$ cat src/hdl/umr_pkg.sv
// Shared types, constants and helpers for the multichannel ultrasonic ranger.
// No dependencies; imported by every module of the block.
package umr_pkg;

  localparam int NUM_CHANNELS = 4;

  typedef enum logic [2:0] {
    PH_IDLE,
    PH_TRIG,
    PH_WAIT,
    PH_DONE,
    PH_TOUT
  } phase_t;

  typedef enum logic [2:0] {
    CFG_CHANNEL_ENABLE = 3'd0,
    CFG_TRIGGER_WIDTH  = 3'd1,
    CFG_ECHO_TIMEOUT   = 3'd2,
    CFG_MAX_ECHO       = 3'd3,
    CFG_SLOT_PERIOD    = 3'd4
  } cfg_index_t;

  localparam logic [3:0]  CHANNEL_ENABLE_RST = 4'd0;
  localparam logic [7:0]  TRIGGER_WIDTH_RST  = 8'd10;
  localparam logic [15:0] ECHO_TIMEOUT_RST   = 16'd40000;
  localparam logic [15:0] MAX_ECHO_RST       = 16'd35000;
  localparam logic [15:0] SLOT_PERIOD_RST    = 16'd50000;

  // floor(x/58) = (x*36158) >> 21 and floor(x/148) = (x*56680) >> 23 for 16-bit x
  localparam logic [15:0] CM_RECIP   = 16'd36158;
  localparam int          CM_SHIFT   = 21;
  localparam logic [15:0] INCH_RECIP = 16'd56680;
  localparam int          INCH_SHIFT = 23;

  typedef struct packed {
    logic [3:0]  channel_enable;
    logic [7:0]  trigger_width;
    logic [15:0] echo_timeout;
    logic [15:0] max_echo;
    logic [15:0] slot_period;
  } cfg_t;

  // one tick's slot result, handed from the slot controller to the range stage
  typedef struct packed {
    logic [3:0]  trigger_lines;
    logic [1:0]  active_channel;
    logic        done;
    logic [1:0]  channel;
    logic        valid;
    logic [15:0] etime;
    logic [1:0]  query_channel;
  } sample_t;

  typedef struct packed {
    logic       found;
    logic [1:0] channel;
  } chan_pick_t;

  // first enabled channel at or after start, wrapping
  function automatic chan_pick_t find_enabled(logic [3:0] enable, logic [1:0] start);
    chan_pick_t pick;
    logic [1:0] c;
    pick.found   = 1'b0;
    pick.channel = start;
    for (int k = NUM_CHANNELS - 1; k >= 0; k--) begin
      c = start + 2'(k);
      if (enable[c]) begin
        pick.found   = 1'b1;
        pick.channel = c;
      end
    end
    return pick;
  endfunction

endpackage

$ cat src/hdl/multichannel_ultrasonic_ranger.sv
// Top level of the multichannel ultrasonic ranger: config registers, input register,
// handshake and the two processing stages. Depends on umr_pkg, umr_slot_ctrl,
// umr_range_store.
//
//   channel | signals                                     | transfer when
//   --------+---------------------------------------------+-----------------------
//   in      | in_valid, in_stall, echo_levels, query_channel | in_valid && !in_stall
//   out     | out_valid, out_stall, 10 result fields       | out_valid && !out_stall
//   cfg     | cfg_write, cfg_index, cfg_data               | cfg_write
//
// One tick item per clock sustained while out_stall is low; results pass to the outputs
// through the input register (loaded on the transfer edge), then the slot state stage,
// then the range/store stage with the output register.
// The slot state stage is the only loop: its state updates in the cycle an item passes.
// Reset (rst, synchronous) restores register defaults, idle phase and zero readings.
// out_stall holds the pipeline; in_stall rises only when the input register cannot move.
module multichannel_ultrasonic_ranger import umr_pkg::*; (
  input  logic               clk,
  input  logic               rst,
  input  logic               cfg_write,
  input  logic [2:0]         cfg_index,
  input  logic [15:0]        cfg_data,
  input  logic               in_valid,
  output logic               in_stall,
  input  logic [3:0]         echo_levels,
  input  logic [1:0]         query_channel,
  output logic               out_valid,
  input  logic               out_stall,
  output logic [3:0]         trigger_lines,
  output logic [1:0]         active_channel,
  output logic               sample_done,
  output logic [1:0]         sample_channel,
  output logic               sample_valid,
  output logic [15:0]        echo_time,
  output logic signed [11:0] sample_cm,
  output logic signed [9:0]  sample_inch,
  output logic signed [11:0] query_cm,
  output logic signed [9:0]  query_inch
);

  cfg_t       cfg;
  logic [3:0] in_echo;
  logic [1:0] in_query;
  logic       a_valid, b_valid;
  logic       move_a, move_b, move_o;
  sample_t    sample;

  always_ff @(posedge clk) begin
    if (rst) begin
      cfg.channel_enable <= CHANNEL_ENABLE_RST;
      cfg.trigger_width  <= TRIGGER_WIDTH_RST;
      cfg.echo_timeout   <= ECHO_TIMEOUT_RST;
      cfg.max_echo       <= MAX_ECHO_RST;
      cfg.slot_period    <= SLOT_PERIOD_RST;
    end else if (cfg_write) begin
      unique case (cfg_index)
        CFG_CHANNEL_ENABLE: cfg.channel_enable <= cfg_data[3:0];
        CFG_TRIGGER_WIDTH:  cfg.trigger_width  <= cfg_data[7:0];
        CFG_ECHO_TIMEOUT:   cfg.echo_timeout   <= cfg_data;
        CFG_MAX_ECHO:       cfg.max_echo       <= cfg_data;
        CFG_SLOT_PERIOD:    cfg.slot_period    <= cfg_data;
        default: ;
      endcase
    end
  end

  // each stage moves when the one after it is empty or moving on
  assign move_o   = b_valid && (!out_valid || !out_stall);
  assign move_b   = a_valid && (!b_valid || move_o);
  assign in_stall = a_valid && !move_b;
  assign move_a   = in_valid && !in_stall;

  always_ff @(posedge clk) begin
    if (rst) begin
      a_valid   <= 1'b0;
      b_valid   <= 1'b0;
      out_valid <= 1'b0;
    end else begin
      if (move_a)      a_valid <= 1'b1;
      else if (move_b) a_valid <= 1'b0;
      if (move_b)      b_valid <= 1'b1;
      else if (move_o) b_valid <= 1'b0;
      if (move_o)                       out_valid <= 1'b1;
      else if (out_valid && !out_stall) out_valid <= 1'b0;
    end
  end

  always_ff @(posedge clk) begin
    if (move_a) begin
      in_echo  <= echo_levels;
      in_query <= query_channel;
    end
  end

  umr_slot_ctrl u_slot (
    .clk           (clk),
    .rst           (rst),
    .step          (move_b),
    .cfg           (cfg),
    .echo_levels   (in_echo),
    .query_channel (in_query),
    .sample        (sample)
  );

  umr_range_store u_range (
    .clk            (clk),
    .rst            (rst),
    .load           (move_o),
    .channel_enable (cfg.channel_enable),
    .sample         (sample),
    .trigger_lines  (trigger_lines),
    .active_channel (active_channel),
    .sample_done    (sample_done),
    .sample_channel (sample_channel),
    .sample_valid   (sample_valid),
    .echo_time      (echo_time),
    .sample_cm      (sample_cm),
    .sample_inch    (sample_inch),
    .query_cm       (query_cm),
    .query_inch     (query_inch)
  );

  a_trig_onehot: assert property (@(posedge clk) disable iff (rst)
    out_valid |-> $onehot0(trigger_lines))
    else $error("more than one trigger line driven");

  a_done_no_trig: assert property (@(posedge clk) disable iff (rst)
    out_valid && sample_done |-> trigger_lines == 4'd0)
    else $error("trigger driven on slot end");

  a_idle_fields_zero: assert property (@(posedge clk) disable iff (rst)
    out_valid && !sample_done |-> echo_time == 16'd0 && sample_cm == 12'sd0 &&
                                  !sample_valid)
    else $error("sample fields set without slot end");

  a_valid_in_limit: assert property (@(posedge clk) disable iff (rst)
    out_valid && sample_valid |-> sample_done && echo_time <= cfg.max_echo &&
                                  sample_cm >= 12'sd0)
    else $error("valid sample outside limit");

  a_stage_holds: assert property (@(posedge clk) disable iff (rst)
    a_valid && !move_b |=> a_valid && $stable(in_echo) && $stable(in_query))
    else $error("input register lost a waiting item");

endmodule

$ cat src/hdl/umr_slot_ctrl.sv
// Slot sequencer: trigger, echo edge capture, timeout and round-robin channel step.
// Depends on umr_pkg; registers one sample_t per processed tick.
module umr_slot_ctrl import umr_pkg::*; (
  input  logic       clk,
  input  logic       rst,
  input  logic       step,
  input  cfg_t       cfg,
  input  logic [3:0] echo_levels,
  input  logic [1:0] query_channel,
  output sample_t    sample
);

  phase_t      phase, phase_next;
  logic [15:0] slot_ticks, slot_ticks_next;
  logic [15:0] rise_count, rise_count_next;
  logic [15:0] fall_count, fall_count_next;
  logic [1:0]  channel, channel_next;
  logic        previous_echo, previous_echo_next;

  logic [7:0]  tw;
  logic [15:0] sp;
  logic [15:0] t;
  logic        e;
  logic        trig;
  chan_pick_t  pick_cur, pick_nxt;
  sample_t     sample_next;

  always_comb begin
    tw = (cfg.trigger_width == 8'd0) ? 8'd1 : cfg.trigger_width;
    sp = (cfg.slot_period == 16'd0) ? 16'd1 : cfg.slot_period;

    phase_next      = phase;
    slot_ticks_next = slot_ticks;
    rise_count_next = rise_count;
    fall_count_next = fall_count;
    channel_next    = channel;
    trig            = 1'b0;
    sample_next     = '0;
    pick_nxt        = '0;

    pick_cur = find_enabled(cfg.channel_enable, channel);
    if (phase == PH_IDLE && pick_cur.found) begin
      channel_next    = pick_cur.channel;
      phase_next      = PH_TRIG;
      slot_ticks_next = 16'd0;
      rise_count_next = 16'd0;
      fall_count_next = 16'd0;
    end

    e = echo_levels[channel_next];
    t = slot_ticks_next - 16'(tw);

    if (phase_next != PH_IDLE) begin
      if (phase_next == PH_TRIG) begin
        trig = 1'b1;
        if ({1'b0, slot_ticks_next} + 17'd1 >= {9'd0, tw}) phase_next = PH_WAIT;
      end else if (phase_next == PH_WAIT) begin
        if (!previous_echo && e) begin
          rise_count_next = t;
        end else if (previous_echo && !e) begin
          fall_count_next = t;
          phase_next      = PH_DONE;
        end
        if (phase_next == PH_WAIT && t >= cfg.echo_timeout) begin
          rise_count_next = 16'd0;
          fall_count_next = cfg.echo_timeout;
          phase_next      = PH_TOUT;
        end
      end

      if ({1'b0, slot_ticks_next} + 17'd1 >= {1'b0, sp}) begin
        // slot over; an unfinished trigger or wait counts as a timeout
        if (phase_next == PH_TRIG || phase_next == PH_WAIT) begin
          rise_count_next = 16'd0;
          fall_count_next = cfg.echo_timeout;
          phase_next      = PH_TOUT;
        end
        sample_next.done    = 1'b1;
        sample_next.channel = channel_next;
        sample_next.etime   = fall_count_next - rise_count_next;
        sample_next.valid   = (phase_next == PH_DONE) && (sample_next.etime <= cfg.max_echo);
        pick_nxt = find_enabled(cfg.channel_enable, channel_next + 2'd1);
        if (pick_nxt.found) channel_next = pick_nxt.channel;
        phase_next      = PH_IDLE;
        slot_ticks_next = 16'd0;
      end else begin
        slot_ticks_next = slot_ticks_next + 16'd1;
      end
    end

    previous_echo_next = e;

    sample_next.trigger_lines  = (trig && !sample_next.done) ? (4'd1 << channel_next) : 4'd0;
    sample_next.active_channel = channel_next;
    sample_next.query_channel  = query_channel;
  end

  always_ff @(posedge clk) begin
    if (rst) begin
      phase         <= PH_IDLE;
      slot_ticks    <= 16'd0;
      rise_count    <= 16'd0;
      fall_count    <= 16'd0;
      channel       <= 2'd0;
      previous_echo <= 1'b0;
    end else if (step) begin
      phase         <= phase_next;
      slot_ticks    <= slot_ticks_next;
      rise_count    <= rise_count_next;
      fall_count    <= fall_count_next;
      channel       <= channel_next;
      previous_echo <= previous_echo_next;
    end
  end

  always_ff @(posedge clk) begin
    if (step) sample <= sample_next;
  end

endmodule

$ cat src/hdl/umr_range_store.sv
// Distance conversion (cm, inch by reciprocal multiply), per-channel reading store
// and query lookup. Depends on umr_pkg; output fields are registered here.
module umr_range_store import umr_pkg::*; (
  input  logic               clk,
  input  logic               rst,
  input  logic               load,
  input  logic [3:0]         channel_enable,
  input  sample_t            sample,
  output logic [3:0]         trigger_lines,
  output logic [1:0]         active_channel,
  output logic               sample_done,
  output logic [1:0]         sample_channel,
  output logic               sample_valid,
  output logic [15:0]        echo_time,
  output logic signed [11:0] sample_cm,
  output logic signed [9:0]  sample_inch,
  output logic signed [11:0] query_cm,
  output logic signed [9:0]  query_inch
);

  logic signed [11:0] stored_cm   [NUM_CHANNELS];
  logic signed [9:0]  stored_inch [NUM_CHANNELS];

  logic [31:0]        cm_prod, inch_prod;
  logic signed [11:0] cm_val, qcm;
  logic signed [9:0]  inch_val, qinch;
  logic               bypass;

  always_comb begin
    cm_prod   = 32'(sample.etime) * 32'(CM_RECIP);
    inch_prod = 32'(sample.etime) * 32'(INCH_RECIP);

    if (!sample.done) begin
      cm_val   = '0;
      inch_val = '0;
    end else if (sample.valid) begin
      cm_val   = {1'b0, cm_prod[CM_SHIFT +: 11]};
      inch_val = {1'b0, inch_prod[INCH_SHIFT +: 9]};
    end else begin
      cm_val   = '1;
      inch_val = '1;
    end

    // a reading finished this tick is visible to the same tick's query
    bypass = sample.done && (sample.channel == sample.query_channel);
    if (!channel_enable[sample.query_channel]) begin
      qcm   = '1;
      qinch = '1;
    end else if (bypass) begin
      qcm   = cm_val;
      qinch = inch_val;
    end else begin
      qcm   = stored_cm[sample.query_channel];
      qinch = stored_inch[sample.query_channel];
    end
  end

  always_ff @(posedge clk) begin
    if (rst) begin
      for (int i = 0; i < NUM_CHANNELS; i++) begin
        stored_cm[i]   <= '0;
        stored_inch[i] <= '0;
      end
    end else if (load && sample.done) begin
      stored_cm[sample.channel]   <= cm_val;
      stored_inch[sample.channel] <= inch_val;
    end
  end

  always_ff @(posedge clk) begin
    if (load) begin
      trigger_lines  <= sample.trigger_lines;
      active_channel <= sample.active_channel;
      sample_done    <= sample.done;
      sample_channel <= sample.channel;
      sample_valid   <= sample.valid;
      echo_time      <= sample.etime;
      sample_cm      <= cm_val;
      sample_inch    <= inch_val;
      query_cm       <= qcm;
      query_inch     <= qinch;
    end
  end

endmodule

$ cat config.mk
export PLATFORM = sky130hd
export DESIGN_NAME = multichannel_ultrasonic_ranger
export DESIGN_NICKNAME = d
export VERILOG_FILES = /design/src/hdl/umr_pkg.sv /design/src/hdl/multichannel_ultrasonic_ranger.sv /design/src/hdl/umr_slot_ctrl.sv /design/src/hdl/umr_range_store.sv
export SDC_FILE = /design/constraint.sdc
export NUM_CORES = 1
export LEC_CHECK = 0
export BUFFER_PORTS_ARGS = -buffer_cell sky130_fd_sc_hd__clkbuf_2
export CAP_MARGIN = 40
export CORE_ASPECT_RATIO = 1.4
export CORE_MARGIN = 3
export CORE_UTILIZATION = 55
export CTS_CLUSTER_SIZE = 16
export DETAILED_ROUTE_END_ITERATION = 12
export PLACE_DENSITY = 0.81
export SYNTH_ARGS = -nofsm -noshare
export SYNTH_HDL_FRONTEND = slang
export SYNTH_SLANG_ARGS = --single-unit
$ cat constraint.sdc
create_clock -name clk -period 13.9 [get_ports clk]
set_clock_uncertainty 0.15 [all_clocks]
set_input_delay 2.78 -clock clk [delete_from_list [all_inputs] [get_ports clk]]
set_output_delay 2.78 -clock clk [all_outputs]
set_load 0.01 [all_outputs]
* Word-level counts from Yosys, hierarchy flattened
Memories as Yosys holds them, arrays and structs flattened. A register that Yosys moved wholly into a read port is not among the register bits.
Index checks and enable logic that the tools add are counted.
** Storage, ports and cells
- Memories :: 2
- Bits in writable memories :: 88
- Flip-flop bits (word level) :: 221
- Logic and storage cells :: 219
- Output and inout port bits :: 72
- Input bits :: 30
** Operators by class
- Multiply operators :: 2
- Shifts and indexed selects :: 1
- Order comparisons :: 14
- Add/sub/neg operators :: 11
- Mux-type cells :: 105
- Eq/ne operators :: 11
- Reduce and logical (&&, ||, !) cells :: 40
** Memory list
- u_range.stored_cm :: words 4, bits a word 12, rd ports 1, clocked after memory_dff 1, write ports 4, RTL line umr_range_store.sv:21 : logic signed [11:0] stored_cm [NUM_CHANNELS];
- u_range.stored_inch :: words 4, bits a word 10, rd ports 1, clocked after memory_dff 1, write ports 4, RTL line umr_range_store.sv:22 : logic signed [9:0] stored_inch [NUM_CHANNELS];
** Operators with widths (count)
- 16-bit 2-to-1 mux :: 25
- 3-bit 2-to-1 mux :: 26
- 12-bit 2-to-1 mux :: 4
- 10-bit 2-to-1 mux :: 4
- 20-bit 2-to-1 mux :: 2
- 16-bit by 15-bit multiplier with 31-bit output (second input constant) :: 1
- 2-bit by 3-bit < comparator with 1-bit output (second input constant) :: 10
- 16-bit by 13-bit multiplier with 29-bit output (second input constant) :: 1
- 1-bit 2-to-1 mux :: 25
- 1-bit binary-select mux with 2-bit select :: 10
- 3-bit by 2-bit == test with 1-bit output (second input constant) :: 6
- 16-bit by 1-bit adder with 17-bit output (second input constant) :: 1
- 17-bit by 16-bit greater-or-equal comparator with 1-bit output :: 1
- 17-bit by 8-bit greater-or-equal comparator with 1-bit output :: 1
- 16-bit by 1-bit adder with 16-bit output (second input constant) :: 1
- 16-bit greater-or-equal comparator :: 1
- 16-bit less-or-equal comparator :: 1
- 16-bit logical NOT :: 1
- 2-bit 2-to-1 mux :: 8
- 16-bit subtractor :: 1
- 16-bit by 8-bit subtractor with 16-bit output :: 1
- 1-bit logical AND :: 13
- 2-bit AND reduction :: 6
- 12-bit OR reduction :: 1
- other kinds (14) :: 33

* Longest topological paths before layout
- Depth in word-level cells :: 36
- Gate-level depth with buffers :: 53
- Mapped depth without buffers :: 45

* Hierarchy
Synthesis repeated with hierarchy kept, for this count alone.
** Second synthesis, totals
- Cell total of the unflattened synthesis :: 2442
- Area, all modules :: 24594.8 sq um
** Modules (own cells, without submodules)
- umr_range_store :: instances 1, area an instance 14323.7 sq um, sequential area each 4564.4 sq um, cells each 1240
- umr_slot_ctrl :: instances 1, area an instance 7517.2 sq um, sequential area each 1921.8 sq um, cells each 948
- multichannel_ultrasonic_ranger :: instances 1, area an instance 2753.9 sq um, sequential area each 1441.4 sq um, cells each 254

* Worst setup path after synthesis
OpenSTA, ideal clock, no wires.
- Path type :: input-to-reg
- Start :: in out_stall
- End :: mem u_range.stored_cm[1][0], enable pin
- Buffers on the path :: 1
- Data required time :: 13.372 ns
- Arrival time :: 10.084 ns
- Setup time :: 0.378 ns
- Cell stages on the path :: 5
- Slack :: 3.288 ns
- Path through :: a21boi_0 -> nand3_1 -> or3b_2 -> clkbuf_1 -> nand2_1
** RTL lines
- start: declaration :: RTL line multichannel_ultrasonic_ranger.sv:28 : input logic out_stall,
- end: declaration :: RTL line umr_range_store.sv:21

* Worst setup path after layout
- Start :: reg, netlist name cfg[56]
- End :: reg, netlist name u_slot.sample[18]
** On the way
- Word-level cells in the longest chain between the ends :: 31
- Elaborated cells on any way between the ends :: 69
- Those cells by class :: add/sub: 3; order compare: 4; eq/ne: 6; mux: 47; reduce/logical: 9
** Ends and longest elaborated chain
- 1-bit binary-select mux with 2-bit select :: RTL line umr_pkg.sv:67 : if (enable[c]) begin
- 1-bit 2-to-1 mux (not written as such) :: RTL line umr_pkg.sv:67
- 3-bit 2-to-1 mux (3 in series) :: RTL line umr_pkg.sv:67
- 3-bit 2-to-1 mux * :: RTL line umr_pkg.sv:67
- parallel branches: the longest is 25 deep, another holds 16-bit by 8-bit subtractor with 16-bit output
Every way passes the cells marked *. The select of a mux whose other input is x is not followed.
A chain may end at the register's enable or synchronous reset.

==> qor.yml <==
run_status:
  outcome: "completed"
power_and_ir_drop:
  swShare: 0.365
  p_comb_frac: 0.411
  power_switching_mw: 1.16
  peakVddDrop_mv: 0.0962
  p_per_area_nw_per_um2: 125
  power.total_mw: 3.16
  clkPwrFrac: 0.269
  internal_power_mw: 2.01
  leakage_nw: 11.1
  p_seq_frac: 0.321
cts:
  numCtsBuffers: 31
  max-clock-path-buffers: 3
  insertion_delay_ps: 600
  h-tree-depth: 1
  cts_tree: "yes"
  holdBufCountCts: 0
  cts_root_buffer: "clkbuf_16"
  cts.clk_slew.worst_paths_ps: 60
  cts.repair.resized: 0
  cts_sinks: 305
  post_cts_buffers: 0
yosys:
  synth.avg_cell_area_sq_um: 9.89
  yosys-top-cells-area: "edfxtp_1 (24%), ha_1 (14%), fa_1 (14%), dfxtp_1 (10%), inv_1 (5.2%)"
  yosysUniqueCellTypes: 80
  synth_top_family_by_area: "adder cells"
  async_flop_share: 0
  syn_area_sq_um: 23200
  synth_top_cell_area_share: 0.241
  synth_edf_count: 186
  synth_xor_area_frac: 0.0181
  synth_simple_gate_area_frac: 0.126
  synth.most_common_cell: "inv_1"
  yosys.area_share.adder: 0.282
  ys_warn_count: 0
  ys.flop_type: "edfxtp_1"
  yosysSeqAreaShare: 0.344
  synth_compound_area_frac: 0.133
  synth-seq-cells: 305
  synth.largest_area_cell: "edfxtp_1"
  syn_nets: 2796
  synthMuxAreaShare: 0.0262
  ys_top_cells_by_count: "inv_1 (321), ha_1 (261), nand2_1 (216), nor2_1 (201), edfxtp_1 (186)"
  netlist_instances: 2343
floorplanning:
  dieArea_sq_um: 44700
  num_io_pins: 102
  initial_core_util: 0.560
  row_count: 88
  die_y_um: 249
  die_w_um: 179
  coreArea_sq_um: 41400
sta:
  setup_violations: 0
  tns_ps: 0
  hold_viol: 0
  relSlewSlack: 0.353
  fin_crit_ps: 10220
  whs_ps: 271
  rsz0062_at_grt: "no"
  worst_slew_pin_slew_ps: 970
  fmax_ghz: 0.0979
  maxSlewViolCount: 0
  period_share: 0.735
global_route:
  grt_usage: 0.277
  grt_first_pass_wirelength_um: 100000
  grt_use_met3: 0.0370
  busiest_layer: "met2"
  grt_pass1_vias: 18923
  use_met2: 0.514
  grt-ovfl-total: 0
  antenna_found_initial: 1
  grt_max_degree: 61
  use_met1: 0.305
detailed_routing:
  dr.pass1.iters: 6
  vias: 18088
  wl_per_cell_um: 21.3
  ant_nets: 0
  vias_per_cell: 6.09
  routed_wl_um: 63200
  post-route-drc-count: 0
  drt_iter0_drc: 1343
placement:
  gp_congestion: 0.968
  portBuffers: 101
  hpwl_um: 48300
  dp_cells: 2911
setup_path:
  cp-start-kind: "flop"
  reg2reg_to: "u_slot.sample[18]$_SDFFCE_PN0P_"
  ff2ff_path_depth: 37
  path_max_fanout: 14
  arrival_ps: 10380
  reg2reg_from: "cfg[56]$_SDFFE_PP0P_"
  r2r_setup_slack_ps: 3680
  crit_required_ps: 14070
  crit_type: "flop to flop"
  slowest_stage: "a21oi_1"
  critPathCaptureType: "flop"
  critPathMaxStageDelay_ps: 820
final_layout:
  areaGrowthSynthToFinish_pct: 9.52
  finalNonFillerCells: 2969
  antenna_cells: 0
  nets: 2857
  layout-drive-gt1-share: 0.0902
run:
  drv_cap: 0
worst_hold_path:
  hold_class: "flop to flop"
  hold_start: "u_slot.sample[25]$_SDFFCE_PP0P_"
  whs_endpoint: "u_range.trigger_lines[1]$_DFFE_PP_"
  hold_depth: 0
-- metrics by stage --
step	setup slack (ps)	util	cell area, sq um
floorplan	3290	-	23200
global placement	3920	0.582	24100
detailed placement	3860	0.588	24300
CTS	3830	0.613	25400
global route	2910	0.613	25400
finish	3680	0.613	25400
-- logic make-up (layout without fill, tap and decap cells) --
kind of cell,count (synthesis),in the layout
adder cells (fa/ha/maj),426,426
multiplexers,33,33
AND/OR/NAND/NOR,639,639
XOR/XNOR,48,48
flip-flops,305,305
AO/OA/AOI/OAI,463,463
buffers and inverters,429,515
-- placed cells by master, fill, tap and decap left out, types with 10 or more instances in the layout --
cell       instances
inv_1            321
ha_1             261
nand2_1          216
nor2_1           200
edfxtp_1         186
fa_1             162
a21oi_1          128
dfxtp_1          119
clkbuf_2         100
o21ai_0           67
o211ai_1          43
and2_1            34
a21o_1            31
clkbuf_16         31
nand3_1           30
nor3_1            28
xnor2_1           28
a22o_1            26
a22oi_1           25
nor2b_1           23
mux4_2            22
nand2b_1          21
a31oi_1           21
buf_4             21
nor4_1            20
xor2_1            20
o21a_1            17
nand4_1           17
or3_1             15
and3_1            13
a211oi_1          13
o22ai_1           10
-- critical path, delay by kind of cell, from the launching register on --
kind,cells,cell delay (ps)
AO/OA/AOI/OAI,21,5810
adder cells (fa/ha/maj),5,1400
flip-flops,1,440
AND/OR/NAND/NOR,11,2110
-- power groups by stage --
stage,Combinational (mW),Sequential (mW),Clock (mW)
final,1.30,1.01,0.850
after floorplan,0.923,1.03,0
after detailed placement,1.28,1.03,0
after CTS,1.30,1.01,0.862
after global routing,1.46,1.02,0.898
after global placement,1.20,1.03,0
-- how the worst max path moves through the flow --
stage	start	to	slack, ps
6_report	cfg[56]$_SDFFE_PP0P_	u_slot.sample[18]$_SDFFCE_PN0P_	3680
3_3_place_gp	cfg[56]$_SDFFE_PP0P_	u_slot.sample[18]$_SDFFCE_PN0P_	3920
2_1_floorplan	out_stall	u_range.stored_cm[1][0]$_SDFFCE_PN0P_	3290
5_1_grt	cfg[56]$_SDFFE_PP0P_	u_slot.sample[18]$_SDFFCE_PN0P_	2910
4_1_cts	cfg[56]$_SDFFE_PP0P_	u_slot.sample[18]$_SDFFCE_PN0P_	3830
3_5_place_dp	cfg[56]$_SDFFE_PP0P_	u_slot.sample[18]$_SDFFCE_PN0P_	3860
-- routing by layer --
metal  wire length (um)  part of all wire
met1              21900              0.35
met2              33500              0.53
met5                 20           0.00032
met3               3800             0.060
met4               3930             0.062
-- registers in the layout, summed over array words and instances (netlist names), 10 cells and up, named ones only --
name / count
u_slot.rise_count: 16
u_range.query_cm: 11
u_range.query_inch: 10
u_range.stored_inch: 38
u_range.stored_cm: 46
cfg: 60
u_slot.slot_ticks: 16
u_range.sample_inch: 10
u_range.echo_time: 16
u_slot.fall_count: 16
u_slot.sample: 28
u_range.sample_cm: 11
-- area by class of cell --
cell class	count	area, sq um
inverters	322	1210
clock buffers	44	865
fillers	3324	16000
flip-flops and latches	305	7970
well taps	540	676
repair buffers	135	901
clock inverters	14	168
multi-input cells	1609	13600
Power figures use the tool's default switching activity.
